### src/hdl/assert_macros.svh
// assertion macros included by the rtl top level
`ifndef ASSERT_MACROS_SVH
`define ASSERT_MACROS_SVH

// condition holds on every clock outside reset
`define ASSERT_ALWAYS(lbl, clk, rstn, cond) \
    lbl: assert property (@(posedge clk) disable iff (!rstn) (cond)) \
        else $error("assertion failed");

// consequent holds in the same cycle as the antecedent
`define ASSERT_IMPLIES(lbl, clk, rstn, ante, cons) \
    lbl: assert property (@(posedge clk) disable iff (!rstn) (ante) |-> (cons)) \
        else $error("assertion failed");

// consequent holds in the cycle after the antecedent
`define ASSERT_NEXT(lbl, clk, rstn, ante, cons) \
    lbl: assert property (@(posedge clk) disable iff (!rstn) (ante) |=> (cons)) \
        else $error("assertion failed");

`endif

### src/hdl/c2dvs_ram.sv
// generic single write port ram with registered read, old data on collision
module c2dvs_ram #(
    parameter int WIDTH = 16,
    parameter int DEPTH = 64
) (
    input  logic                     aclk,
    input  logic                     we,
    input  logic [$clog2(DEPTH)-1:0] waddr,
    input  logic [WIDTH-1:0]         wdata,
    input  logic [$clog2(DEPTH)-1:0] raddr,
    output logic [WIDTH-1:0]         rdata
);

    logic [WIDTH-1:0] mem_reg [DEPTH];
    logic [WIDTH-1:0] rdata_reg;

    // write port and registered read port
    always_ff @(posedge aclk) begin
        if (we) begin
            mem_reg[waddr] <= wdata;
        end
        rdata_reg <= mem_reg[raddr];
    end

    assign rdata = rdata_reg;

endmodule

### config.mk
export PLATFORM = sky130hd
export DESIGN_NAME = c2dvs_ram
export DESIGN_NICKNAME = d
export VERILOG_FILES = /design/src/hdl/assert_macros.svh /design/src/hdl/c2dvs_ram.sv
export SDC_FILE = /design/constraint.sdc
export NUM_CORES = 1
export LEC_CHECK = 0
export BUFFER_PORTS_ARGS = -buffer_cell sky130_fd_sc_hd__buf_2
export CORE_ASPECT_RATIO = 1.5
export CORE_MARGIN = 2
export CORE_UTILIZATION = 44
export DETAILED_ROUTE_END_ITERATION = 6
export PLACE_DENSITY = 0.62
export SLEW_MARGIN = 20
export SYNTH_ARGS = -nofsm -noshare
export SYNTH_HDL_FRONTEND = slang
export SYNTH_SLANG_ARGS = --single-unit
### constraint.sdc
create_clock -name aclk -period 3.1 [get_ports aclk]
set_input_delay 0.62 -clock aclk [delete_from_list [all_inputs] [get_ports aclk]]
set_output_delay 0.62 -clock aclk [all_outputs]
set_load 0.05 [all_outputs]
# [Word-level counts from Yosys, hierarchy flattened]
# Memories as Yosys holds them, arrays and structs flattened. A register that Yosys moved wholly into a read port is not among the register bits.
# Cells that the tools add are included.
[classes] n_mux=2
[ops] operator="$mux W1" n=2
[word_totals] reg_bits=0 ramBits=1024 out_inout_bits=16 memories=1
[mem_list] name="mem_reg" depth=64 width=16 rd=1 rd_ports_with_merged_regs=1 wr=1 line="c2dvs_ram.sv:14" rtl="logic [WIDTH-1:0] mem_reg [DEPTH];"

# [Depth between registers and ports, before layout]
[logic_depth] depth_word=2 mapped_depth=10 mapped_depth_nobuf=5

# [Worst setup path after synthesis]
# No wires, ideal clock.
[synth_path] path_type="input to register" startpoint="input waddr[3]" endpoint="memory mem_reg[48][0], enable pin" t_arrival_ns=2.246 slack_ns=0.445 stages=4 path_cell_list="clkbuf_1 > nor2b_1 > nand4b_1 > nor3_1"
[synth_rtl] element="start, declared" line="c2dvs_ram.sv:8" rtl="input logic [$clog2(DEPTH)-1:0] waddr,"
[synth_rtl] element="end, declared" line="c2dvs_ram.sv:14"
# No word-level cell before the write port.

==> parameters.txt <==
Parameter                              Value

Clock tree
  Number of instances resized during post-cts repair    0
  Number of hold buffers added after CTS    0
  CTS Buf Count    91
  Worst skew pair latency    0.69 ns
  Total clock sinks    1040
  H-tree level count    3
  Number of buffers on the longest clock path    3
  Clock slew seen by the registers of the worst setup and hold paths    0.06 ns
  Root buf cell    clkbuf_16
  CTS tree    built
  Post-CTS setup buffer count    0

Floorplan
  Die outline width    250 µm
  Effective utilization at floorplan    0.444
  Number of rows in the core area    135
  Die outline area    0.0935 mm²
  Core Footprint    0.0902 mm²
  Die height    373 µm
  Number of top-level design ports    46

STA
  Fin worst setup slack    0.737 ns
  Unrepaired setup endpoints after global routing    false
  Fin. Hold Viols    0
  Setup violation total in the final timing report    0
  Skew final    0.0290 ns
  Sum of negative setup slack    0 ns
  Time the worst path needs with I/O delays and setup    2.36 ns
  Final period utilization    0.762
  Relative max-transition margin    0.374
  Final Max Slew Viols    0
  Worst hold margin    0.325 ns
  Maximum achievable frequency    0.423 GHz
  Slew of the pin with the lowest slew margin    0.937 ns

Worst setup path
  Crit. End Element    flip-flop
  Standard cell with the maximum stage delay on the critical path    mux4_2
  Type of the worst setup path    input port to flip-flop
  Largest fanout on the critical path    28
  Type of origin of the critical path    input port
  Startpoint of the worst register-to-register path    mem_reg[63][3]$_DFFE_PP_
  Crit path required time    3.64 ns
  Crit-path cells    buf_8 -> buf_12 -> mux4_2 -> mux2_2 -> a221oi_1 -> buf_4 -> a311oi_1
  Critical path's largest stage delay    0.51 ns
  Worst setup startpoint    raddr[0]
  Arrival time of the worst setup path    2.90 ns

Cells and area
  Layout cells sized above 1    0.296
  Final Core Density    0.507
  Finished Layout Cells    3294
  Post-layout nets    2083
  Flip-flop count of the largest register, all copies and words added    1024
  Growth of design area from synthesis to finish    14.2%

Placed design
  Worst slack, placed    0.0164 ns
  I/O Buffers    45
  RePlAce Congestion    0.886
  DP Wirelength    62.5 mm
  Number of placed instances, taps included    3124

Global routing
  Wire length of the first global-routing pass    142 mm
  Largest net degree at the start of global routing    65
  Number of global-route vias before repair    20066
  Number of antenna violations at the first check in global routing    6
  Leftover overflow at the end of global routing    0
  Global-route usage over all layers    0.212

Synthesis
  Combined area of all synthesized cells    0.0400 mm²
  Library cells used by synthesis    43
  Net count after synthesis    1859
  Synthesis-stage register bit count    1040
  Portion of synthesized cell area occupied by the leading cell type    0.768
  Cells after Synth    1829
  Top post-synthesis cells by area    edfxtp_1 (77%), mux4_2 (12%), mux2i_1 (2.1%)
  Synthesized area per cell    21.9 µm²
  Sequential-to-total area share from yosys stat    0.776
  Total of warnings raised by yosys    0
  Most area-hungry cell type in the Yosys netlist    edfxtp_1

Route
  First drt pass iteration count    5
  Total DRC errors in the routed layout    0
  Average detailed-routed wire length per instance    29.8 µm
  Total detailed-routing wirelength    98.1 mm
  Vias after detailed routing    19333
  Antenna Violating Nets Remaining    0
  Iter 0 DRT Violations    1765
  Via-per-instance ratio    5.87

Min path
  Beginning of the worst hold path    wdata[11]
  Path type of the worst min-delay path    input port to flip-flop

Status
  Outcome    finished clean

Power and ir drop
  Largest voltage drop on the vdd net    366 µV
  Power per cell area    631 mW/mm²
  Static leakage    14.7 nW

Run
  Max_cap viols    0
==> worst max-delay path: cells and delay by family <==
family	cells	cell delay, ns
compound gates	2	0.56
buf+inv	3	0.89
mux	2	0.80
==> worst paths after layout <==
path | to | slack (ns) | depth (start not counted)
max | rdata[3]$_DFF_P_ | 0.74 | 7
min | mem_reg[43][11]$_DFFE_PP_ | 0.32 | 1
max reg2reg | rdata[3]$_DFF_P_ | 1.01 | 5
min reg2reg | rdata[14]$_DFF_P_ | 0.90 | 4
==> layout make-up <==
cell class	instances	area, µm²
Antenna cell	1	2.50
Clock buffer	112	2440
Clock inverter	57	606
Fill cell	7133	44500
Multi-Input combinational cell	685	8250
Sequential cell	1040	31100
Tap cell	1164	1460
Timing Repair Buffer	235	1900
==> per-stage QoR <==
stage          power [mW]  cell area [µm²]
2_1_floorplan        16.8            40000
3_3_place_gp         17.5            42700
3_5_place_dp         17.6            42700
4_1_cts              29.1            45700
5_1_grt              29.6            45700
6_report             28.9            45700
==> cell usage after synthesis, drive strengths merged <==
library cell	n
nor2b	30
a22oi	39
clkbuf	27
nor3	2
dfxtp	16
a221o	6
nand3b	2
mux4	224
or3b	1
a21oi	17
nand4	12
a41oi	5
a211o	8
o21ai	8
buf	77
edfxtp	1024
mux2i	85
mux2	27
nor2	74
and2	2
a221oi	16
a311oi	8
nand4b	1
a31oi	8
nand3	24
a22o	6
and4	5
a211oi	8
nor4	3
nand2	60
or3	1
nand2b	3
==> where the power goes <==
group	switching [mW]	leakage [nW]	internal (mW)
clock network	5.05	1.50	6.56
registers	0.0643	9.35	15.6
logic	1.03	3.81	0.596
==> cell families (layout without fill, tap and decap cells) <==
| family | count (synthesis) | count (layout) | synth area share |
|---|---|---|---|
| buffers and inverters | 104 | 404 | 0.0183 |
| other | 0 | 1 | 0 |
| multiplexers | 336 | 336 | 0.155 |
| AND/OR/NAND/NOR | 220 | 220 | 0.0265 |
| flip-flops | 1040 | 1040 | 0.776 |
| AO/OA/AOI/OAI | 129 | 129 | 0.0241 |
==> per-layer routing <==
metal	routed length (µm)	share of wire	track usage	vias to the layer above
li1	-	-	-	8104
met1	36800	0.38	0.259	10393
met2	50500	0.51	0.364	653
met3	5740	0.059	0.0357	175
met4	5030	0.051	0.107	8
met5	57	0.00058	0	-
==> cell usage in the layout, fill, tap and decap left out, types with 5 or more instances in the layout <==
cell type and n:
a211o_1 8, a211oi_1 8, a21oi_1 17, a221o_1 6, a221oi_1 16, a22o_1 6
a22oi_1 39, a311oi_1 8, a31oi_1 8, a41oi_1 5, and4_1 5, buf_12 18
buf_2 42, buf_4 172, bufinv_16 11, clkbuf_1 16, clkbuf_16 94, clkinv_1 14
clkinv_2 20, dfxtp_1 16, edfxtp_1 1024, mux2_2 27, mux2i_1 85, mux4_2 220
nand2_1 59, nand3_1 24, nand4_1 12, nor2_1 72, nor2b_1 30, o21ai_0 5
(Power assumes the default switching activity.)
