--- src/hdl/assert_macros.svh ---
// assertion macros included by the rtl top level
`ifndef ASSERT_MACROS_SVH
`define ASSERT_MACROS_SVH

// condition holds on every clock outside reset
`define ASSERT_ALWAYS(lbl, clk, rstn, cond) \
    lbl: assert property (@(posedge clk) disable iff (!rstn) (cond)) \
        else $error("assertion failed");

// consequent holds in the same cycle as the antecedent
`define ASSERT_IMPLIES(lbl, clk, rstn, ante, cons) \
    lbl: assert property (@(posedge clk) disable iff (!rstn) (ante) |-> (cons)) \
        else $error("assertion failed");

// consequent holds in the cycle after the antecedent
`define ASSERT_NEXT(lbl, clk, rstn, ante, cons) \
    lbl: assert property (@(posedge clk) disable iff (!rstn) (ante) |=> (cons)) \
        else $error("assertion failed");

`endif

--- src/hdl/c2dvs_pkg.sv ---
// shared types, constants and helpers for the streaming 2d convolution core
package c2dvs_pkg;

    // default values of the top level parameters
    localparam int DEF_MAX_KERNEL = 5;
    localparam int DEF_MAX_COLS   = 64;
    localparam int DEF_DATA_WIDTH = 16;
    localparam int DEF_FRAC_BITS  = 8;

    // fixed field widths
    localparam int SAMPLE_W = 16;
    localparam int TAPIDX_W = 5;
    localparam int POS_W    = 6;
    localparam int KSIZE_W  = 3;
    localparam int DIM_W    = 7;
    localparam int ROW_LIMIT = 64;

    // apb port
    localparam int APB_AW = 4;
    localparam int APB_DW = 32;

    // register indexes
    localparam logic [1:0] REG_KERNEL_SIZE = 2'd0;
    localparam logic [1:0] REG_IMAGE_ROWS  = 2'd1;
    localparam logic [1:0] REG_IMAGE_COLS  = 2'd2;
    localparam logic [1:0] REG_BIAS        = 2'd3;

    // register reset values
    localparam logic [KSIZE_W-1:0]         RST_KERNEL_SIZE = 3'd5;
    localparam logic [DIM_W-1:0]           RST_IMAGE_ROWS  = 7'd28;
    localparam logic [DIM_W-1:0]           RST_IMAGE_COLS  = 7'd28;
    localparam logic signed [SAMPLE_W-1:0] RST_BIAS        = 16'sd0;

    // input command codes
    localparam logic CMD_WEIGHT = 1'b0;
    localparam logic CMD_PIXEL  = 1'b1;

    // input transaction payload
    typedef struct packed {
        logic                       cmd;
        logic [TAPIDX_W-1:0]        tap_index;
        logic signed [SAMPLE_W-1:0] sample;
    } c2dvs_in_t;

    // result transaction payload
    typedef struct packed {
        logic signed [SAMPLE_W-1:0] conv_value;
        logic [POS_W-1:0]           out_row;
        logic [POS_W-1:0]           out_col;
        logic                       frame_last;
    } c2dvs_out_t;

    // window cell control
    typedef struct packed {
        logic shift_en;
        logic load_new;
    } c2dvs_cell_ctl_t;

    // depth of the registered adder tree for n leaves
    function automatic int tree_levels(int n);
        return (n < 2) ? 1 : $clog2(n);
    endfunction

endpackage

--- src/hdl/c2dvs_sum_tree.sv ---
// registered binary adder tree, padded to a power of two with zero leaves
module c2dvs_sum_tree #(
    parameter int N     = 25,
    parameter int WIDTH = c2dvs_pkg::DEF_DATA_WIDTH
) (
    input  logic                      aclk,
    input  logic [N-1:0][WIDTH-1:0]   leaves,
    output logic [WIDTH-1:0]          root
);
    import c2dvs_pkg::*;

    localparam int LEVELS = tree_levels(N);
    localparam int TREE_N = 1 << LEVELS;

    // heap order: node i adds nodes 2i and 2i+1, leaves sit past TREE_N-1
    logic [WIDTH-1:0] node_reg [1:TREE_N-1];

    for (genvar i = 1; i < TREE_N; i++) begin : g_node
        logic [WIDTH-1:0] lhs;
        logic [WIDTH-1:0] rhs;

        if (2 * i >= TREE_N) begin : g_edge
            // children are leaves
            if (2 * i - TREE_N < N) begin : g_lhs
                assign lhs = leaves[2 * i - TREE_N];
            end else begin : g_lhs_pad
                assign lhs = '0;
            end
            if (2 * i + 1 - TREE_N < N) begin : g_rhs
                assign rhs = leaves[2 * i + 1 - TREE_N];
            end else begin : g_rhs_pad
                assign rhs = '0;
            end
        end else begin : g_inner
            assign lhs = node_reg[2 * i];
            assign rhs = node_reg[2 * i + 1];
        end

        always_ff @(posedge aclk) begin
            node_reg[i] <= lhs + rhs;
        end
    end

    assign root = node_reg[1];

endmodule

--- config.mk ---
export PLATFORM = sky130hd
export DESIGN_NAME = c2dvs_sum_tree
export DESIGN_NICKNAME = d
export VERILOG_FILES = /design/src/hdl/assert_macros.svh /design/src/hdl/c2dvs_pkg.sv /design/src/hdl/c2dvs_sum_tree.sv
export SDC_FILE = /design/constraint.sdc
export NUM_CORES = 1
export LEC_CHECK = 0
export BUFFER_PORTS_ARGS = -buffer_cell sky130_fd_sc_hd__buf_2
export CAP_MARGIN = 25
export CORE_ASPECT_RATIO = 2
export CORE_MARGIN = 1.5
export CORE_UTILIZATION = 62
export CTS_CLUSTER_SIZE = 20
export DETAILED_ROUTE_END_ITERATION = 8
export HOLD_SLACK_MARGIN = 0.1
export PLACE_DENSITY = 0.87
export SLEW_MARGIN = 0
export SYNTH_ARGS = -nofsm -noshare
export SYNTH_HDL_FRONTEND = slang
export SYNTH_SLANG_ARGS = --single-unit
--- constraint.sdc ---
create_clock -name aclk -period 3.8 [get_ports aclk]
set_input_delay 0.76 -clock aclk [delete_from_list [all_inputs] [get_ports aclk]]
set_output_delay 0.76 -clock aclk [all_outputs]
set_load 0.02 [all_outputs]
# --- Word level (Yosys, flattened, before mapping) ---
# Memory sizes are Yosys's and may differ from the RTL's.
# Index checks and enable logic that the tools add are counted.
totals:
  latch_bits: 0
  mem_count: 1
  output_inout_bits: 16
  ramBits: 496
  inputBits: 401
  register_bits: 0
  mem_bits_ro: 0
memory_table:
  columns: ["name", "words", "width", "rd", "rd_ports_with_merged_regs", "write_ports", "line", "rtl"]
  rows:
  - ["node_reg", 31, 16, 31, 0, 31, "c2dvs_sum_tree.sv:16", "logic [WIDTH-1:0] node_reg [1:TREE_N-1];"]
classes:
  mul: 0
  eq_ne: 0
  shifts: 0
  n_mux: 0
  n_reduce_logical: 0
  div: 0
  addsub: 27
  n_bitwise: 0
  n_lt_le_gt_ge: 0
op_table:
  columns: ["op", "n"]
  rows:
  - ["$add 16x16->16", 27]

# --- Longest topological paths before layout ---
# An unclocked memory read counts as a cell.
depth:
  word_depth: 2
  mapped_depth: 10

# --- Worst setup path before layout ---
# OpenSTA, ideal clock, no wires.
synth_path:
  path_type: "in2reg"
  start: "input port leaves[192] (netlist name)"
  end: "register, netlist name node_reg[1][108]"
  t_required_ps: 3728
  stages: 9
  path_buffers: 0
  slack_ps: 1049
  t_arrival_ps: 2679
  setup_time_ps: 72
  path_cell_list: "ha_1 > fa_1 > a21oi_1 > o211ai_1 > o41ai_1 > o21ai_1 > a21o_1 > a21oi_1 > xnor2_1"
synth_rtl:
  columns: ["element", "line", "rtl"]
  rows:
  - ["start: declaration", "c2dvs_sum_tree.sv:7", "input logic [N-1:0][WIDTH-1:0] leaves,"]

==> results.toml <==
[setup_path]
crit_family = "compound AO/OA/AOI/OAI gates"
cp-end-kind = "register"
crit_path_start_kind = "register"
critPathKind = "reg -> reg"
critical_path.cell_chain = "ha_1 -> fa_1 -> a211oi_1 -> o21ai_0 -> a21oi_1 -> o21ai_0 -> o21ai_0 -> o21ai_0 -> xor2_1"
cp.required_ns = 4.22
worstPathArrival_ns = 3.20
crit_fanout = 3
crit_slowest_cell = "fa_1"
timing.critical_path.mode_cell = "o21ai_0"
critPathMaxStageDelay_ns = 0.43
crit_buf_inv = 0

[sta]
maxSlewViolCount = 0
relSlewSlack = 0.544
setup_viol = 0
fin_crit_ns = 2.78
finalCritPeriodShare = 0.732
fmaxAchievable_ghz = 0.359
hold_viol_final = 0
fin_setup_tns_ns = 0
rsz0062_at_grt = "false"
worst_pin_slew_ns = 0.677
fin_skew_ns = 0.0123

[clock_tree]
cts-htree-levels = 2
cts-buffers-inserted = 39
post_cts_buffers = 0
cts_sinks = 432
cts_hold_buf = 0
clk_latency_ns = 0.54
cts.clk_slew.worst_paths_ns = 0.06
cts_root_buf = "clkbuf_16"
cts-resized-gates = 0
cts_tree = "yes"
clock_path_buffers = 3

[logic_synthesis]
synth_common_cells = "dfxtp_1 (432), ha_1 (360), a21oi_1 (220), xnor2_1 (217), nor2_1 (155)"
synth_area_um2 = 24000
yosys-top-cells-area = "dfxtp_1 (36%), ha_1 (19%), xnor2_1 (7.9%)"
ys_types = 65
synth-compound-area-share = 0.204
synth_edf_count = 0
syn_inst = 2435
synth_seq_area_share = 0.361
yosys.area_share.simple = 0.0986
synth_top_flop_cell = "dfxtp_1"
synth_nets = 3220
synth_xor_area_frac = 0.119
ys_async_sr_fraction = 0
syn_area_per_cell_um2 = 9.85
muxShareOfSynthArea = 0
yosys_warnings = 0
yosys.area.top_type = "dfxtp_1"
yosysMostFrequentCell = "dfxtp_1"
yosysTopAreaCellShare = 0.361
synth_top_family_by_area = "adder cells"
ys_ff_latch = 432
synthAdderAreaFrac = 0.208

[drt]
finalWirelength_um = 58000
drc = 0
firstDrtPassIters = 5
ant_nets = 0
wire_per_inst_um = 16.9
vias_per_cell = 5.80
drtIter0Drc = 673
vias = 19900

[global_route]
antenna_found_initial = 1
grt_pass1_vias = 20700
grt_overflow = 0
grt_max_degree = 17
grt_pass1_wl_um = 91600
gr-usage-all-layers = 0.285

[power]
power.density_nw_per_um2 = 807
cellLeakagePower_nw = 13.2
total_power_w = 0.0227
max-vdd-ir-drop_v = 0.000462

[min_path]
hold_path.class = "in -> reg"

[place]
placed_cell_area_um2 = 26700
dpl.hpwl_um = 46600
io_buffers = 416
gp_congestion = 0.884

[floorplan]
ios = 417
dieArea_um2 = 40000
coreArea_um2 = 38000
die_w_um = 142
rows = 101
die_y_um = 281
initial_core_util = 0.631

[finish]
largest_reg_flops = 432
final_area_um2 = 28200
area_growth_pct = 17.4
final_nets = 3674
layout-drive-gt1-share = 0.178

[job]
max_cap_violations = 0

[status]
outcome = "complete, no violations"
cells by family (layout without fill, tap and decap cells):
family          after synthesis  in the layout
other cells                   0              1
flops                       432            432
fa+ha+maj                   384            384
compound gates              745            745
xor+xnor                    326            326
simple gates                485            485
buf+inv                      63            547
layout by cell type (no fill, tap or decap), types with 44 or more instances in the layout:
cell type / netlist / final
o21a_1: 44 / 44
inv_1: 60 / 60
nor3_1: 49 / 49
a21oi_1: 220 / 220
o21ai_0: 118 / 118
xor2_1: 109 / 109
a21o_1: 116 / 116
o21bai_1: 44 / 44
xnor2_1: 217 / 217
nand2_1: 86 / 86
dfxtp_1: 432 / 432
buf_2: 0 / 416
nor2_1: 155 / 155
ha_1: 360 / 360
final timing paths:
path                            startpoint                       end  slack, ns  cells after the start
hold reg to reg   node_reg[0][231]$_DFF_P_  node_reg[0][119]$_DFF_P_       0.33                      0
hold / removal                 leaves[389]  node_reg[1][197]$_DFF_P_       0.32                      1
setup reg to reg  node_reg[1][128]$_DFF_P_  node_reg[0][206]$_DFF_P_       1.02                      9
setup / recovery  node_reg[1][128]$_DFF_P_  node_reg[0][206]$_DFF_P_       1.02                      9
metal layers:
layer  vias up  wire, um  global-route usage
met5         -         0                   0
met4         0      3800               0.187
met3       220      2180              0.0395
met2       588     32400               0.579
met1      9274     19600               0.249
li1       9839         -                   -
report_power, final:
part | total (W) | leakage [nW] | internal, W | switching, W
Clock | 0.00438 | 0.725 | 0.00270 | 0.00169
Combinational | 0.0114 | 8.83 | 0.00501 | 0.00638
Sequential | 0.00697 | 3.65 | 0.00626 | 0.000705
Total | 0.0227 | 13.2 | 0.0140 | 0.00877
area by class of cell:
type,count,area (um^2)
antenna,1,2.50
clock buffer,53,1160
clock inverter,18,303
fill,2668,9870
inverter,60,225
multi-input combinational,1940,15100
sequential,432,8650
tap,515,644
timing repair buffer,416,2080
through the flow:
stage | hold slack [ns] | utilization | instances | worst slack (ns)
floorplan | 0.310 | - | 2435 | 1.05
global placement | 0.311 | 0.702 | 3363 | 0.615
detailed placement | 0.312 | 0.702 | 3363 | 0.526
CTS | 0.303 | 0.740 | 3434 | 1.07
global route | 0.307 | 0.741 | 3435 | 0.855
finish | 0.320 | 0.741 | 3435 | 1.02
(Power assumes the default switching activity.)
