===== config.mk =====
export PLATFORM = sky130hd
export DESIGN_NAME = c2dvs_cell
export DESIGN_NICKNAME = d
export VERILOG_FILES = /design/src/hdl/assert_macros.svh /design/src/hdl/c2dvs_pkg.sv /design/src/hdl/c2dvs_cell.sv
export SDC_FILE = /design/constraint.sdc
export NUM_CORES = 1
export LEC_CHECK = 0
export BUFFER_PORTS_ARGS = -buffer_cell sky130_fd_sc_hd__buf_2
export CAP_MARGIN = 15
export CORE_MARGIN = 3
export CORE_UTILIZATION = 30
export DETAILED_ROUTE_END_ITERATION = 8
export PLACE_DENSITY = 0.58
export SKIP_LAST_GASP = 1
export SYNTH_ARGS = -nofsm -noshare
export SYNTH_HDL_FRONTEND = slang
export SYNTH_SLANG_ARGS = --single-unit

===== constraint.sdc =====
create_clock -name aclk -period 5.5 [get_ports aclk]
set_input_delay 0.55 -clock aclk [delete_from_list [all_inputs] [get_ports aclk]]
set_output_delay 0.55 -clock aclk [all_outputs]
set_load 0.01 [all_outputs]

===== src/hdl/assert_macros.svh =====
// assertion macros included by the rtl top level
`ifndef ASSERT_MACROS_SVH
`define ASSERT_MACROS_SVH

// condition holds on every clock outside reset
`define ASSERT_ALWAYS(lbl, clk, rstn, cond) \
    lbl: assert property (@(posedge clk) disable iff (!rstn) (cond)) \
        else $error("assertion failed");

// consequent holds in the same cycle as the antecedent
`define ASSERT_IMPLIES(lbl, clk, rstn, ante, cons) \
    lbl: assert property (@(posedge clk) disable iff (!rstn) (ante) |-> (cons)) \
        else $error("assertion failed");

// consequent holds in the cycle after the antecedent
`define ASSERT_NEXT(lbl, clk, rstn, ante, cons) \
    lbl: assert property (@(posedge clk) disable iff (!rstn) (ante) |=> (cons)) \
        else $error("assertion failed");

`endif


===== src/hdl/c2dvs_pkg.sv =====
// shared types, constants and helpers for the streaming 2d convolution core
package c2dvs_pkg;

    // default values of the top level parameters
    localparam int DEF_MAX_KERNEL = 5;
    localparam int DEF_MAX_COLS   = 64;
    localparam int DEF_DATA_WIDTH = 16;
    localparam int DEF_FRAC_BITS  = 8;

    // fixed field widths
    localparam int SAMPLE_W = 16;
    localparam int TAPIDX_W = 5;
    localparam int POS_W    = 6;
    localparam int KSIZE_W  = 3;
    localparam int DIM_W    = 7;
    localparam int ROW_LIMIT = 64;

    // apb port
    localparam int APB_AW = 4;
    localparam int APB_DW = 32;

    // register indexes
    localparam logic [1:0] REG_KERNEL_SIZE = 2'd0;
    localparam logic [1:0] REG_IMAGE_ROWS  = 2'd1;
    localparam logic [1:0] REG_IMAGE_COLS  = 2'd2;
    localparam logic [1:0] REG_BIAS        = 2'd3;

    // register reset values
    localparam logic [KSIZE_W-1:0]         RST_KERNEL_SIZE = 3'd5;
    localparam logic [DIM_W-1:0]           RST_IMAGE_ROWS  = 7'd28;
    localparam logic [DIM_W-1:0]           RST_IMAGE_COLS  = 7'd28;
    localparam logic signed [SAMPLE_W-1:0] RST_BIAS        = 16'sd0;

    // input command codes
    localparam logic CMD_WEIGHT = 1'b0;
    localparam logic CMD_PIXEL  = 1'b1;

    // input transaction payload
    typedef struct packed {
        logic                       cmd;
        logic [TAPIDX_W-1:0]        tap_index;
        logic signed [SAMPLE_W-1:0] sample;
    } c2dvs_in_t;

    // result transaction payload
    typedef struct packed {
        logic signed [SAMPLE_W-1:0] conv_value;
        logic [POS_W-1:0]           out_row;
        logic [POS_W-1:0]           out_col;
        logic                       frame_last;
    } c2dvs_out_t;

    // window cell control
    typedef struct packed {
        logic shift_en;
        logic load_new;
    } c2dvs_cell_ctl_t;

    // depth of the registered adder tree for n leaves
    function automatic int tree_levels(int n);
        return (n < 2) ? 1 : $clog2(n);
    endfunction

endpackage


===== src/hdl/c2dvs_cell.sv =====
// window cell: one pixel of the sliding window, its tap weight and the product
module c2dvs_cell #(
    parameter int DATA_WIDTH = c2dvs_pkg::DEF_DATA_WIDTH,
    parameter int FRAC_BITS  = c2dvs_pkg::DEF_FRAC_BITS
) (
    input  logic                                   aclk,
    input  c2dvs_pkg::c2dvs_cell_ctl_t             ctl,
    input  logic signed [c2dvs_pkg::SAMPLE_W-1:0]  new_val,
    input  logic signed [c2dvs_pkg::SAMPLE_W-1:0]  nb_val,
    input  logic signed [c2dvs_pkg::SAMPLE_W-1:0]  weight_in,
    output logic signed [c2dvs_pkg::SAMPLE_W-1:0]  win_val,
    output logic [DATA_WIDTH-1:0]                  prod
);
    import c2dvs_pkg::*;

    logic signed [SAMPLE_W-1:0]   win_reg;
    logic signed [SAMPLE_W-1:0]   weight_reg;
    logic [DATA_WIDTH-1:0]        prod_reg;
    logic signed [2*SAMPLE_W-1:0] mul;
    logic signed [2*SAMPLE_W-1:0] mul_shr;

    // window pixel: take the neighbor or the new column value
    always_ff @(posedge aclk) begin
        if (ctl.shift_en) begin
            win_reg <= ctl.load_new ? new_val : nb_val;
        end
    end

    // weight follows the tap store every cycle
    always_ff @(posedge aclk) begin
        weight_reg <= weight_in;
    end

    // fixed point product, floor shift, wraps at the data width
    assign mul     = weight_reg * win_reg;
    assign mul_shr = mul >>> FRAC_BITS;

    always_ff @(posedge aclk) begin
        prod_reg <= DATA_WIDTH'(mul_shr);
    end

    assign win_val = win_reg;
    assign prod    = prod_reg;

endmodule


# ---- Word level (Yosys, flattened, before mapping)
# Index checks and enable logic that the tools add are counted.
dict set report totals {
  out_inout_bits 32
  input_bits 51
  register_bits 48
  wordCells 5
}
dict set report op_classes {
  muxes 1
  multipliers 1
}
# operator n
set op_table {}
lappend op_table {{$mul 16x16->24} 1}
lappend op_table {{$mux 16} 1}

# ---- Logic depth before layout (Yosys ltp)
# Gate-level depths: netlist (run 1).
dict set report logic_depth {
  depth_word 1
  mapped_depth 22
  ltp_nobuf 21
}

# ---- Least setup slack after synthesis (run 1)
# OpenSTA, ideal clock, no wires.
dict set report synth_path {
  kind {flip-flop to flip-flop}
  start {register win_reg[1] (netlist: win_val[1])}
  end {register prod_reg[10] (netlist: prod[10])}
  period_less_slack_ns 5.637
  arrival_time_ns 5.515
  setup_time_ns 0.122
  n_path_buf 1
  stages_incl_launch_ff 18
  required_ns 5.378
  path_slack_ns -0.137
  cell_sequence {edfxtp_1 -> clkbuf_1 -> nand2_1 -> fa_1 -> fa_1 -> fa_1 -> fa_1 -> fa_1 -> fa_1 -> inv_1 -> ha_1 -> o21ai_2 -> a21oi_1 -> a221o_1 -> a221oi_4 -> o21bai_2 -> a21o_2 -> xor2_1}
}
dict set report synth_between {
  elab_chain_cells 1
}
# element line
set synth_lines {}
lappend synth_lines {{from (decl)} c2dvs_cell.sv:16} ;# logic signed [SAMPLE_W-1:0] win_reg;
lappend synth_lines {{from (signal assigned)} c2dvs_cell.sv:25} ;# win_reg <= ctl.load_new ? new_val : nb_val;
lappend synth_lines {{$mul 16x16->24} c2dvs_cell.sv:35} ;# assign mul = weight_reg * win_reg;
lappend synth_lines {{via mul[18]} c2dvs_cell.sv:19} ;# logic signed [2*SAMPLE_W-1:0] mul;
lappend synth_lines {{to (signal assigned)} c2dvs_cell.sv:39} ;# prod_reg <= DATA_WIDTH'(mul_shr);
lappend synth_lines {{to (decl)} c2dvs_cell.sv:18} ;# logic [DATA_WIDTH-1:0] prod_reg;
# The timed path passes the listed nets, and every way through them passes these cells.
# A chain may end at the register's enable or synchronous reset.

# ---- Worst setup path in the final report (run 1)
dict set report layout_path {
  start {register win_reg[4] (netlist: win_val[4])}
  end {register prod_reg[10] (netlist: prod[10])}
}
# The elaborated chain is that of the path after synthesis.

==> results of run 1 <==
[worst max path at each step]
| stage | slack (ns) | from | cells after the start | end |
|---|---|---|---|---|
| 2_1_floorplan | 0.004 | weight_reg[7] | 17 | prod[10] |
| 3_3_place_gp | -0.12 | win_val[3] | 16 | prod[10] |
| 3_5_place_dp | -0.21 | win_val[3] | 16 | prod[14] |
| 4_1_cts | -0.07 | win_val[4] | 17 | prod[10] |
| 5_1_grt | -0.30 | win_val[6] | 18 | prod[10] |
| 6_report | -0.08 | win_val[4] | 17 | prod[10] |
[cell families after synthesis]
group                    Yosys count  share of synthesized area
buffers and inverters            269                      0.116
adder cells (fa/ha/maj)          256                      0.526
AND/OR/NAND/NOR                  246                      0.137
flip-flops                        48                      0.128
AO/OA/AOI/OAI                     43                     0.0372
XOR/XNOR                          35                     0.0351
multiplexers                      16                     0.0206
[cell type report]
| class | instances | share of cell area |
|---|---|---|
| multi-input combinational | 596 | 0.640 |
| timing repair buffer | 179 | 0.112 |
| sequential | 48 | 0.105 |
| inverter | 234 | 0.0823 |
| tap | 378 | 0.0443 |
| clock buffer | 5 | 0.0117 |
| clock inverter | 3 | 0.00445 |
[cells in the mapped netlist (all sizes together), types with 2 or more instances]
cell type    n
o21ai        8
and2        95
and3         2
ha          70
o21a         2
a21o        10
mux2        16
nor2         9
edfxtp      16
a21oi        9
nor3         2
nand2b       3
clkbuf      35
a211oi       2
xor2         9
nand2      128
nand4        3
inv        234
dfxtp       32
a31oi        4
fa         186
xnor2       26
[stage by stage]
step                      hold slack, ns  setup WS (ns)
after CTS                          0.319        -0.0740
final                              0.330        -0.0808
after detailed placement           0.654         -0.208
after floorplan                    0.578        0.00428
after global placement             0.653         -0.116
after global routing               0.319         -0.300
[layer usage]
metal	global-route usage	wire, um	share of wire	vias to the layer above
li1	-	-	-	2958
met1	0.189	9270	0.43	3157
met2	0.255	10700	0.50	130
met3	0.0193	903	0.042	20
met4	0.0360	403	0.019	0
met5	0	0	0	-
[timing repair]
| item | in CTS | in global routing |
|---|---|---|
| resized for setup | 22 | 47 |
| gates cloned | 0 | 0 |
| pin swaps | 31 | 49 |
| setup endpoints to repair | 8 | 11 |
| buffers inserted | 11 | 12 |
==> metrics.md, run 1 <==
| Metric | Value |
|---|---|
| Final hold vios | `0` |
| Final core occ | `0.378` |
| Max Cap Viol | `0` |
| YS warnings | `0` |
| Grt total ovfl | `0` |
| Layout cells sized above 1 | `0.254` |
| R2r worst-path depth | `17` |
| Die area | `31200 sq um` |
| Crit-path max cell delay | `0.58 ns` |
| Initial antenna violation count | `0` |
| CP Launch Type | `register` |
| Multi-input logic area | `6830 sq um` |
| Global router's overall resource usage | `0.145` |
| DRT iter0 DRCs | `334` |
| Largest cells by area after synthesis | `fa_1 (43%), inv_1 (10%), ha_1 (10%)` |
| Worst path slowest cell | `fa_1` |
| Worst-skew pair later-pin latency | `0.31 ns` |
| Final Max Slew Viols | `0` |
| Die X-Extent | `177 um` |
| Area post-placement | `10100 sq um` |
| DPL Wire Length | `18000 um` |
| Die Ht | `177 um` |
| Vias in the first global route | `6955` |
| CTS Sinks | `48` |
| Placed insts | `1412` |
| Least-Margin Pin Slew | `0.561 ns` |
| Final GP Congestion | `0.864` |
| Routed vias | `6265` |
| Crit share post-route | `1.01` |
| Slew headroom | `0.626` |
| Max FO, Critical Path | `5` |
| Number of CTS-inserted buffers | `5` |
| Final standard cell area without fillers | `10700 sq um` |
| Routed Antenna Nets | `0` |
| Setup WS post-layout | `-0.0808 ns` |
| Avg Inst Size Synth | `9.57 sq um` |
| WS Path Type | `reg -> reg` |
| First-pass GRT wire length | `35600 um` |
| Hold Path End | `weight_reg[14]` |
| Max Fclk | `179 MHz` |
| Syn Std Cell Area | `8740 sq um` |
| Most common flop cell mapped by yosys | `dfxtp_1` |
| Routed wire length | `21300 um` |
| RSZ-0062 raised after global routing | `yes` |
| Vias per inst | `4.34` |
| Clock transition at path regs | `0.09 ns` |
| Seq/Total Area, Yosys | `0.128` |
| Setup_tns | `-0.145 ns` |
| Synthesized net count | `1220` |
| Root Driver | `clkbuf_16` |
| Hold path startpoint | `weight_in[14]` |
| Area share of the largest cell type after synthesis | `0.426` |
| CP required | `5.69 ns` |
| Core Area | `28200 sq um` |
| Yosys top cell by area | `fa_1` |
| Hold Crit Depth | `1` |
| H-Tree Depth | `2` |
| CTS max path bufs | `2` |
| Status | `finished, violations left` |
| CP arrival | `5.77 ns` |
| Drc violations | `0` |
| Average wire per standard cell | `14.8 um` |
| Reg-to-reg startpoint | `win_val[4]` |
| Family with the most delay on the worst path | `adder cells` |
| Core Rows | `61` |
| FILL cells | `2839` |
| Final Non-Filler Cells | `1443` |
| Final Setup Violations | `4` |
| CP bufs+invs | `2` |
| Minimum clock period | `5.58 ns` |
| Sequential Area | `1130 sq um` |
| Commonest non-fill, non-tap cell in the layout | `inv_1` |
| Number of distinct library cells after synthesis | `39` |
| CTS tree | `yes` |
| Most used cell, CP | `fa_1` |
| Area added between synthesis and finish | `22.1%` |
| Worst Setup End Kind | `register` |
| Fraction of registers with async set/reset | `0` |
| Critical path, cell by cell | `buf_6 > nand2_1 > fa_1 > fa_1 > fa_1 > fa_1 > fa_1 > fa_1 > inv_2 > ha_4 > o21ai_2 > a21oi_2 > a221o_1 > a221oi_4 > o21bai_2 > a21o_2 > xor2_1` |
| CTS Hold Bufs | `0` |
| Clk_skew | `0.0147 ns` |
| Initial Util | `0.310` |
| R2r endpoint | `prod[10]` |
| Commonest cells after routing, fill and taps aside | `inv_1 (225), fa_1 (180), nand2_1 (123), buf_4 (87), and2_1 (85)` |
| Largest net degree at the start of global routing | `17` |
| Worst hold path type | `in -> reg` |
| Fin nets | `1371` |
| Worst reg-to-reg setup slack | `-0.08 ns` |
| Initial DRT Pass Iterations | `4` |
| Syn Inst Count | `913` |
| IO Port Bufs | `82` |
| Post-synth EDFFs | `16` |
| ANT cells | `0` |
| Flops & latches, synth | `48` |
| Top-level I/O count | `83` |
| Failing checks | `negative setup slack` |
Power of run 1 is left out: the tool's default activity adds up to more than one toggle a clock period on the data nets, which glitch-free logic cannot reach.
==> run 2, diff against run 1 <==
--- a/config.mk
+++ b/config.mk
@@ -11,6 +11,7 @@
 export CORE_UTILIZATION = 30
 export DETAILED_ROUTE_END_ITERATION = 8
 export PLACE_DENSITY = 0.58
+export REMOVE_ABC_BUFFERS = 1
 export SKIP_LAST_GASP = 1
 export SYNTH_ARGS = -nofsm -noshare
 export SYNTH_HDL_FRONTEND = slang
==> run 2 against run 1 <==
  * The flow still finishes with violations (negative setup slack)
  * Wire length down 3.8%
  * Cell count down 0.55%
  * Clock skew down 0.0033 ns
  * Utilization down 0.62 points
  * Setup slack better by 0.0039 ns
  * Flip-flop and latch count unchanged
  * Highest routed layer unchanged
==> metrics.md, run 2 (synthesis results as in run 1) <==
| Metric | Value |
|---|---|
| Initial DRT Pass Iterations | `4 (unchanged)` |
| Initial Util | `0.310 (unchanged)` |
| Global router's overall resource usage | `0.139 (-0.00569)` |
| Worst Setup End Kind | `register` |
| Multi-input logic area | `6700 sq um (-1.9%)` |
| RSZ-0062 raised after global routing | `yes` |
| Core Rows | `61 (unchanged)` |
| Max Fclk | `179 MHz (about the same)` |
| Area post-placement | `10100 sq um (+0.62%)` |
| WS Path Type | `reg -> reg` |
| Routed vias | `6125 (-2.2%)` |
| Commonest non-fill, non-tap cell in the layout | `inv_1` |
| FILL cells | `2913 (+2.6%)` |
| Least-Margin Pin Slew | `0.658 ns (+0.0972 ns)` |
| Status | `finished, violations left` |
| Fin nets | `1363 (-0.58%)` |
| Root Driver | `clkbuf_16` |
| Final hold vios | `0 (unchanged)` |
| Slew headroom | `0.557 (-0.0694)` |
| Setup_tns | `-0.128 ns (+0.0175 ns)` |
| ANT cells | `0 (unchanged)` |
| Sequential Area | `1120 sq um (-0.33%)` |
| Grt total ovfl | `0 (unchanged)` |
| CP required | `5.69 ns (about the same)` |
| Routed Antenna Nets | `0 (unchanged)` |
| Most used cell, CP | `fa_1` |
| Crit share post-route | `1.01 (about the same)` |
| CP arrival | `5.77 ns (about the same)` |
| Area added between synthesis and finish | `20.1%` |
| Final Max Slew Viols | `0 (unchanged)` |
| H-Tree Depth | `2 (unchanged)` |
| Number of CTS-inserted buffers | `5 (unchanged)` |
| CTS tree | `yes` |
| Largest net degree at the start of global routing | `17 (unchanged)` |
| Setup WS post-layout | `-0.0769 ns (+0.00395 ns)` |
| Average wire per standard cell | `14.3 um (-3.3%)` |
| Final Non-Filler Cells | `1435 (-0.55%)` |
| Drc violations | `0 (unchanged)` |
| Clk_skew | `0.0114 ns (-0.00329 ns)` |
| First-pass GRT wire length | `34500 um (-3.2%)` |
| Worst-skew pair later-pin latency | `0.31 ns (about the same)` |
| Die Ht | `177 um (unchanged)` |
| DRT iter0 DRCs | `239 (-28%)` |
| CP Launch Type | `register` |
| Die X-Extent | `177 um (unchanged)` |
| Routed wire length | `20500 um (-3.8%)` |
| Failing checks | `negative setup slack` |
| Final standard cell area without fillers | `10500 sq um (-1.6%)` |
| Commonest cells after routing, fill and taps aside | `inv_1 (229), fa_1 (183), nand2_1 (126), and2_1 (89), buf_2 (82)` |
| Critical path, cell by cell | `and2_4 > fa_1 > inv_1 > fa_1 > fa_1 > fa_1 > fa_1 > fa_1 > inv_1 > ha_1 > o21ai_2 > a21oi_2 > a221o_1 > a221oi_4 > buf_6 > o21bai_2 > a21o_2 > xor2_1` |
| IO Port Bufs | `82 (unchanged)` |
| Core Area | `28200 sq um (unchanged)` |
| CTS max path bufs | `2 (unchanged)` |
| CTS Sinks | `48 (unchanged)` |
| Layout cells sized above 1 | `0.221 (-0.0321)` |
| Final GP Congestion | `0.875 (+1.2%)` |
| Vias per inst | `4.27 (-1.7%)` |
| Worst path slowest cell | `edfxtp_1` |
| DPL Wire Length | `17700 um (-1.9%)` |
| Die area | `31200 sq um (unchanged)` |
| Max Cap Viol | `0 (unchanged)` |
| Clock transition at path regs | `0.08 ns (about the same)` |
| Crit-path max cell delay | `0.53 ns (-0.05 ns)` |
| Vias in the first global route | `6752 (-2.9%)` |
| Final Setup Violations | `3 (-1)` |
| Worst hold path type | `in -> reg` |
| Minimum clock period | `5.58 ns (-0.00395 ns)` |
| Top-level I/O count | `83 (unchanged)` |
| Placed insts | `1417 (+0.35%)` |
| Max FO, Critical Path | `8 (+3)` |
| Initial antenna violation count | `0 (unchanged)` |
[run 2: cell types whose count changed in the layout (fill, tap and decap cells not counted), sizes merged]
cell  previous run  this run
buf            179       171
[run 2: timing repair]
action | CTS | global route
hold buffers | 0 | 0
pin swaps | 15 | 23
setup buffers | 6 | 4
endpoints found under the setup margin | 8 | 12
gates resized for setup | 9 | 30
[run 2: critical path, delay by kind of cell (launching register included)]
kind | cells | cell delay [ns]
DFF | 1 | 0.53
buffers and inverters | 3 | 0.26
and+or+nand+nor | 1 | 0.23
xor gates and xnor gates | 1 | 0.13
AOI/OAI and AO/OA | 6 | 1.14
adders and majority gates | 7 | 3.16
[run 2: stage by stage]
step	hold slack [ns]	setup WS, ns	utilization
6_report	0.330	-0.0769	0.372
5_1_grt	0.325	-0.282	0.372
2_1_floorplan	0.578	-0.000953	-
4_1_cts	0.321	-0.125	0.368
3_5_place_dp	0.654	-0.188	0.359
3_3_place_gp	0.653	-0.111	0.359
[run 2: final timing paths]
path | startpoint | to | slack (ns) | cells after the start
setup / recovery | win_val[5] | prod[10] | -0.08 | 18
hold / removal | weight_in[2] | weight_reg[2] | 0.33 | 1
setup reg to reg | win_val[5] | prod[10] | -0.08 | 18
hold reg to reg | weight_reg[15] | prod[15] | 1.28 | 7
[run 2: area by class of cell]
type	instances	share of cell area
multi-input combinational	596	0.638
timing repair buffer	171	0.110
sequential	48	0.107
inverter	234	0.0836
tap	378	0.0450
clock buffer	5	0.0119
clock inverter	3	0.00453
[run 2: metal layers]
layer | track usage | routed length, um | vias up
li1 | - | - | 2941
met1 | 0.194 | 9780 | 3040
met2 | 0.236 | 9690 | 132
met3 | 0.0157 | 828 | 12
met4 | 0.0272 | 204 | 0
met5 | 0 | 0 | -
Power of run 2 is left out for the same reason.
==> run 3, diff against run 2 <==
--- a/config.mk
+++ b/config.mk
@@ -10,7 +10,7 @@
 export CORE_MARGIN = 3
 export CORE_UTILIZATION = 30
 export DETAILED_ROUTE_END_ITERATION = 8
-export PLACE_DENSITY = 0.58
+export PLACE_DENSITY = 0.56
 export REMOVE_ABC_BUFFERS = 1
 export SKIP_LAST_GASP = 1
 export SYNTH_ARGS = -nofsm -noshare
==> constraint.sdc (replaced) <==
create_clock -name aclk -period 6.7 [get_ports aclk]
set_input_delay 0.67 -clock aclk [delete_from_list [all_inputs] [get_ports aclk]]
set_output_delay 0.67 -clock aclk [all_outputs]
set_load 0.01 [all_outputs]
==> run 3 against run 2 <==
  * The run now ends clean
  * Flip-flop and latch count is the same
  * Fmax down 6.4%
  * Critical path depth shrank 2
  * Largest cell class unchanged
  * Cell count fell by 5.6%
  * Highest routed layer unchanged
  * Global-route usage is 0.34 points higher
  * Clock skew down 0.0033 ns
  * Wire length is 0.97% higher
  * Count of clock-buffer cells in the layout unchanged
  * Sequential share of layout area increased by 0.83 points
==> metrics.md, run 3 (synthesis results as in run 1) <==
| Metric | Value |
|---|---|
| Post-CTS setup buffer count | `0 (-6)` |
| Initial antenna violation count | `1 (+1)` |
| Hold Path End | `weight_reg[13]` |
| IO Port Bufs | `82 (unchanged)` |
| Routed wire length | `20700 um (+0.97%)` |
| Crit share post-route | `0.890 (-0.124)` |
| FILL cells | `2938 (+0.86%)` |
| Worst Setup End Kind | `register` |
| Fin nets | `1283 (-5.9%)` |
| Status | `finished clean` |
| Hold Crit Depth | `1 (unchanged)` |
| Grt total ovfl | `0 (unchanged)` |
| Die Ht | `177 um (unchanged)` |
| Drc violations | `0 (unchanged)` |
| Final Setup Violations | `0 (-3)` |
| Die area | `31200 sq um (unchanged)` |
| Die X-Extent | `177 um (unchanged)` |
| R2r worst-path depth | `16 (-2)` |
| Grt met1 use | `0.202 (+0.00841)` |
| Reg-to-reg startpoint | `win_val[1]` |
| Minimum clock period | `5.96 ns (+0.384 ns)` |
| RSZ-0062 raised after global routing | `no` |
| CP Depth | `16 (-2)` |
| CTS tree | `yes` |
| Area post-placement | `9560 sq um (-5.7%)` |
| Vias in the first global route | `6612 (-2.1%)` |
| Crit-path max cell delay | `0.75 ns (+0.22 ns)` |
| Vias per inst | `4.36 (+2.2%)` |
| Clock transition at path regs | `0.08 ns (about the same)` |
| Initial DRT Pass Iterations | `5 (+1)` |
| CTS Hold Bufs | `0 (unchanged)` |
| First-pass GRT wire length | `35100 um (+1.7%)` |
| Setup Slack @ Placement | `0.699 ns (+0.887 ns)` |
| Root Driver | `clkbuf_16` |
| CP Launch Type | `register` |
| Worst-skew pair later-pin latency | `0.30 ns (about the same)` |
| Core Area | `28200 sq um (unchanged)` |
| Placed insts | `1347 (-4.9%)` |
| Initial Util | `0.310 (unchanged)` |
| Worst reg-to-reg setup slack | `0.74 ns (+0.82 ns)` |
| Critical path, cell by cell | `nand2_1 > fa_1 > fa_1 > fa_1 > fa_1 > fa_1 > fa_1 > inv_1 > ha_1 > o21ai_2 > a21oi_1 > a221o_1 > a221oi_4 > o21ai_1 > a31oi_1 > xnor2_1` |
| ANT cells | `0 (unchanged)` |
| Commonest cells after routing, fill and taps aside | `inv_1 (234), fa_1 (186), nand2_1 (128), and2_1 (95), buf_2 (82)` |
| Met2 usage | `0.239 (+0.00241)` |
| Post_cts resized | `0 (-9)` |
| Final standard cell area without fillers | `9730 sq um (-7.3%)` |
| DRT iter0 DRCs | `272 (+14%)` |
| Global router's overall resource usage | `0.143 (+0.00338)` |
| Worst hold path type | `in -> reg` |
| WS Path Type | `reg -> reg` |
| CP arrival | `6.19 ns (+0.42 ns)` |
| Max FO, Critical Path | `17 (+9)` |
| Commonest non-fill, non-tap cell in the layout | `inv_1` |
| Max Cap Viol | `0 (unchanged)` |
| Most used cell, CP | `fa_1` |
| CTS max path bufs | `2 (unchanged)` |
| H-Tree Depth | `2 (unchanged)` |
| Setup WS post-layout | `0.740 ns (+0.816 ns)` |
| Final Max Slew Viols | `0 (unchanged)` |
| Final hold vios | `0 (unchanged)` |
| Average wire per standard cell | `15.3 um (+6.9%)` |
| Slew headroom | `0.455 (-0.101)` |
| Routed vias | `5911 (-3.5%)` |
| Max Fclk | `168 MHz (-6.4%)` |
| Final GP Congestion | `0.838 (-4.2%)` |
| R2r endpoint | `prod[14]` |
| Met3 GRT Util | `0.0165 (+0.000858)` |
| Worst path slowest cell | `edfxtp_1` |
| GR peak layer | `met2` |
| Family with the most delay on the worst path | `adder cells` |
| Number of CTS-inserted buffers | `5 (unchanged)` |
| CP required | `6.93 ns (+1.24 ns)` |
| Least-Margin Pin Slew | `0.816 ns (+0.158 ns)` |
| Layout cells sized above 1 | `0.130 (-0.0914)` |
| Hold path startpoint | `weight_in[13]` |
| Core Rows | `61 (unchanged)` |
| CTS Sinks | `48 (unchanged)` |
| Setup_tns | `0 ns (+0.128 ns)` |
| Area added between synthesis and finish | `11.3%` |
| Clk_skew | `0.00812 ns (-0.00329 ns)` |
| Routed Antenna Nets | `0 (unchanged)` |
| Top-level I/O count | `83 (unchanged)` |
| DPL Wire Length | `17200 um (-2.6%)` |
| Largest net degree at the start of global routing | `18 (+1)` |
| CP bufs+invs | `1 (-2)` |
| Final Non-Filler Cells | `1355 (-5.6%)` |
==> run 3: cell count changes in the layout (fill, tap and decap cells not counted), moves of 4 or more <==
cell	previous run	this run
and2_4	5	0
inv_2	5	0
inv_1	229	234
buf_6	7	0
and2_1	89	95
buf_4	78	9
buf_12	4	0
ha_1	66	70
==> run 3: final cells by class <==
cell class | count | area [sq um] | area share
Clock buffer | 5 | 125 | 0.0129
Clock inverter | 3 | 47.5 | 0.00489
Inverter | 234 | 878 | 0.0903
Multi-Input combinational cell | 596 | 6610 | 0.679
Sequential cell | 48 | 1120 | 0.115
Tap cell | 378 | 473 | 0.0486
Timing Repair Buffer | 91 | 478 | 0.0491
==> run 3: through the flow <==
stage / hold slack [ns] / utilization
floorplan: 0.698 / -
global placement: 0.772 / 0.339
detailed placement: 0.774 / 0.339
CTS: 0.454 / 0.345
global route: 0.459 / 0.345
finish: 0.462 / 0.345
==> run 3: how the worst max path moves through the flow <==
| stage | from | endpoint | slack (ns) |
|---|---|---|---|
| 2_1_floorplan | win_val[1] | prod[10] | 1.20 |
| 3_3_place_gp | win_val[1] | prod[10] | 0.76 |
| 3_5_place_dp | win_val[1] | prod[10] | 0.70 |
| 4_1_cts | win_val[1] | prod[10] | 0.72 |
| 5_1_grt | win_val[1] | prod[14] | 0.47 |
| 6_report | win_val[1] | prod[14] | 0.74 |
==> run 3: layer usage <==
layer / vias to the layer above / part of all wire
met4: 0 / 0.0094
met5: - / 0
met3: 13 / 0.046
met2: 146 / 0.47
li1: 2785 / -
met1: 2967 / 0.48
Power of run 3 is left out for the same reason.
